## src/design/pfl_pkg.sv

```systemverilog
// Shared types and constants for the palette fade lookup unit.
`timescale 1ns / 1ps

package pfl_pkg;

   localparam int PALETTE_ENTRIES_DEFAULT = 256;
   localparam int CHAN_W = 8;
   localparam int COLOR_W = 3 * CHAN_W;
   // ceil(2^16 / s) is exact for 8-bit targets; s = 1 needs the 17th bit
   localparam int RECIP_SHIFT = 2 * CHAN_W;
   localparam int RECIP_W = RECIP_SHIFT + 1;

   typedef logic [CHAN_W-1:0] chan_type;
   typedef logic [RECIP_W-1:0] recip_type;

   typedef enum logic [2:0] {
      OP_LOAD     = 3'd0,
      OP_FADE_IN  = 3'd1,
      OP_FADE_OUT = 3'd2,
      OP_TICK     = 3'd3,
      OP_LOOKUP   = 3'd4
   } op_type;

   typedef enum logic [1:0] {
      MODE_BLACK  = 2'd0,
      MODE_TARGET = 2'd1,
      MODE_SCALED = 2'd2
   } mode_type;

endpackage

```

## src/design/pfl_recip.sv

```systemverilog
// Iterative reciprocal unit: computes ceil(2^16 / divisor), one quotient bit per cycle.
`timescale 1ns / 1ps

module pfl_recip (
   input  logic              clock,
   input  logic              reset,
   input  logic              start,
   input  pfl_pkg::chan_type divisor,
   output logic              done,
   output pfl_pkg::recip_type recip
);
   import pfl_pkg::*;

   localparam int CNT_W = $clog2(RECIP_W + 1);

   logic                busy_ff, busy_in;
   logic                done_ff, done_in;
   logic [CNT_W-1:0]    cnt_ff, cnt_in;
   chan_type            div_ff, div_in;
   chan_type            rem_ff, rem_in;
   recip_type           num_ff, num_in;   // dividend shifts out, quotient shifts in

   logic [CHAN_W:0]     rem_shift;
   logic [CHAN_W:0]     rem_diff;
   logic                take;

   always_comb begin
      rem_shift = {rem_ff, num_ff[RECIP_W-1]};
      rem_diff  = rem_shift - {1'b0, div_ff};
      take      = (rem_shift >= {1'b0, div_ff});

      busy_in = busy_ff;
      done_in = 1'b0;
      cnt_in  = cnt_ff;
      div_in  = div_ff;
      rem_in  = rem_ff;
      num_in  = num_ff;

      if (start) begin
         // ceil(2^16/d) = floor((2^16 - 1 + d) / d)
         busy_in = 1'b1;
         cnt_in  = CNT_W'(RECIP_W);
         div_in  = divisor;
         rem_in  = '0;
         num_in  = RECIP_W'((1 << RECIP_SHIFT) - 1) + RECIP_W'(divisor);
      end else if (busy_ff) begin
         rem_in = take ? rem_diff[CHAN_W-1:0] : rem_shift[CHAN_W-1:0];
         num_in = {num_ff[RECIP_W-2:0], take};
         cnt_in = cnt_ff - CNT_W'(1);
         if (cnt_ff == CNT_W'(1)) begin
            busy_in = 1'b0;
            done_in = 1'b1;
         end
      end
   end

   always_ff @(posedge clock) begin
      if (reset) begin
         busy_ff <= 1'b0;
         done_ff <= 1'b0;
         cnt_ff  <= '0;
      end else begin
         busy_ff <= busy_in;
         done_ff <= done_in;
         cnt_ff  <= cnt_in;
         div_ff  <= div_in;
         rem_ff  <= rem_in;
         num_ff  <= num_in;
      end
   end

   assign done  = done_ff;
   assign recip = num_ff;

endmodule

```

## config.mk

```make
export PLATFORM = sky130hd
export DESIGN_NAME = pfl_recip
export DESIGN_NICKNAME = d
export VERILOG_FILES = /design/src/design/pfl_pkg.sv /design/src/design/pfl_recip.sv
export SDC_FILE = /design/constraint.sdc
export NUM_CORES = 1
export LEC_CHECK = 0
export ABC_AREA = 1
export BUFFER_PORTS_ARGS = -buffer_cell sky130_fd_sc_hd__buf_2
export CORE_ASPECT_RATIO = 0.8
export CORE_MARGIN = 2
export CORE_UTILIZATION = 60
export DETAILED_ROUTE_END_ITERATION = 10
export PLACE_DENSITY = 0.82
export SLEW_MARGIN = 20
export SYNTH_ARGS = -nofsm -noshare
export SYNTH_HDL_FRONTEND = slang
export SYNTH_SLANG_ARGS = --single-unit
```

## constraint.sdc

```tcl
create_clock -name clock -period 8.7 [get_ports clock]
set_input_delay 2.61 -clock clock [delete_from_list [all_inputs] [get_ports clock]]
set_output_delay 2.61 -clock clock [all_outputs]
set_load 0.005 [all_outputs]
```

==> impl_results.md <==
* Status: finished clean
* Largest cells by area after synthesis: edfxtp_1, nand2_1, inv_1
* Worst path slowest cell: a21oi_2
* Clock root cell: clkbuf_8
* Total congestion overflow at 0
* Hold slack at between 0.5 and 0.6 ns
* Synth warn at 0
* Initial Utilization at 0.6171
* VDD IR max at 0.1682 mV
* DRC at 0
* Skew-Pair Late Insertion Delay at 0.29 ns
* Area after DPL at 2490 µm²
* DRT antenna net count at 0
* TritonCTS Buffers at 5
* DP Wirelength at 3406 µm
* Hold-fix buffer count after cts at 0
* Worst setup EP type: flip-flop
* Final Cycle Share at 0.5282
* Worst path cell trace: buf_2 -> clkinv_1 -> a21oi_2 -> buf_4
* Leading area contributor after synthesis: edfxtp_1
* Core area at roughly 3700 µm²
* Largest net degree at the start of global routing at 28
* Yosys reg bits at 40
* Clock sink total at 40
* Global-route wire length before repair at between 7000 and 8000 µm
* Post-cts repair resize count at 0
* Die width at between 70 and 80 µm
* Share of cells above drive strength 1 at 0.1494
* Reg clk slew, reported paths at roughly 0.070 ns
* WP data arrival at between 4 and 5 ns
* Antenna diodes at 0
* Clk_skew at 0.005116 ns
* Fin. Hold Viols at 0
* DRT Wirelength at 4607 µm
* Drt wl/cell at between 10 and 15 µm
* Total Nets Final at around 330
* Sw Ratio at 0.3028
* GP Congestion at 0.8421
* CP max stage delay at 0.75 ns
* Max Slew Vio Count at 0
* Maximum capacitance violations at 0
* IO buf count at 28
* Relative slew margins at 0.5420
* Post-route cell area at 2577 µm²
* Worst endpoint required time at ~8.7 ns
* Switching power at 0.1373 mW
* CTS tree: yes
* Number of global-route vias before repair at 1698
* Via count at roughly 1900
* Max Freq at 217.6 MHz
* Synthesized area per cell at 8.367 µm²
* Clock buffer depth at 2
* Worst min path class: flip-flop to flip-flop
* Die Y at 59.39 µm
* Post-synth top area share at 0.4307
* Flop pwr share at 0.511
* CP startpoint kind: primary input
* Layout Utilization at 0.6913
* Clock network fraction of design power at 0.265
* Crit Path Class: primary input to flip-flop
* Synth Cell Area at 2301 µm²
* Final setup fails at 0
* Initial antenna violation count at 0
* CTS H-tree depth at 2
* Int Pwr at 0.3162 mW
* Vias per cell at 5.267
* RSZ-0062 raised after global routing: no
* Drt pass-1 iters at 5
* Distinct cells, synth at 33
* Synth Instances at 275
* Crit-path max FO at 27
* Leakage at 1.251 nW
* Die area at 4349 µm²
* Least-Margin Pin Slew at 0.6827 ns
* Comb pwr share at 0.224
* Mapped Nets at 299
* Power Density at 176.0 nW/µm²
* Core Rows at 20
* HP Start: cnt_ff[1]
* Post-CTS setup buffer count at 0
* Worst R2R Start: rem_ff[1]
* Total GRT Usage at 0.2337
* Total power at 0.4536 mW
* Ports at 29
* Crit path from: start
* Final min period at 4.595 ns
* Initial DRC count at slightly above 100
* Layout Area Growth over Synthesis at 12.02%
* Asr flop ratio synth at 0
* Setup TNS at 0 ns
* Top FF cell, synth: edfxtp_1
* EDFF count, synth at 33
* Sequential fraction of the synthesis area at 0.4916
==> worst max-delay path: cells and delay by family <==
family,cells,cell delay [ns]
buffers and inverters,3,1.20
AO/OA/AOI/OAI,1,0.75
==> cell usage after synthesis, drive strengths merged, types with 2 or more instances <==
library cell,n
nand2,68
nand3,18
ha,12
clkbuf,2
dfxtp,7
inv,49
o21ai,7
nand4,5
nor2,43
a31oi,4
nor4,2
xor2,3
edfxtp,33
buf,2
a21oi,8
nor3,2
==> state kept, by name (all words and copies together) (netlist names) <==
register / count
busy_ff: 1
cnt_ff: 5
div_ff: 8
done: 1
recip: 17
rem_ff: 8
==> worst paths after layout <==
check,to,slack (ns),cells after the start
worst max-delay path,recip[16],4.10,4
worst min-delay path,cnt_ff[1],0.53,2
worst max register to register,rem_ff[2],6.62,9
worst min register to register,cnt_ff[1],0.53,2
==> kinds of logic after synthesis <==
kind of cell | synth area share
adder cells (fa/ha/maj) | 0.07395
AND/OR/NAND/NOR | 0.2686
flip-flops | 0.4916
XOR/XNOR | 0.01523
buffers and inverters | 0.08918
AO/OA/AOI/OAI | 0.06145
==> per-stage QoR <==
stage	worst slack, ns	instances
CTS	4.071	352
global route	3.875	352
floorplan	4.022	275
finish	4.105	352
global placement	3.840	344
detailed placement	3.780	344
==> cell usage in the layout (no fill, tap or decap), types with 2 or more instances in the layout <==
cell,n
clkinv_1,2
inv_1,49
edfxtp_1,33
nand4_1,5
a31oi_1,4
o21ai_1,2
clkbuf_8,5
nor2_1,41
nand2_2,3
nor3_1,2
clkinvlp_4,2
a21oi_1,6
o21ai_0,5
nand2_1,64
nor4_1,2
buf_2,28
xor2_1,3
ha_1,12
dfxtp_1,7
nand3_1,17
==> layout make-up <==
cell class	count	area (µm²)
Tap cell	44	55.05
Clock inverter	3	18.77
Fill cell	289	1151
Timing Repair Buffer	29	147.6
Multi-Input combinational cell	181	968.4
Clock buffer	5	68.82
Inverter	50	187.7
Sequential cell	40	1131
==> power groups by stage <==
stage	Sequential (mW)	Clock [mW]	Combinational, mW
floorplan	0.235	0	0.0736
global placement	0.235	0	0.0981
detailed placement	0.236	0	0.100
CTS	0.232	0.122	0.101
global route	0.233	0.129	0.115
finish	0.232	0.120	0.102
==> layer usage <==
layer / global-route usage / wire [µm]
met1: 0.3292 / 2285
met2: 0.3552 / 2024
met3: 0.04422 / 233
met4: 0.1032 / 63
met5: 0 / 0
No activity file was read; power rests on OpenSTA's default activity.
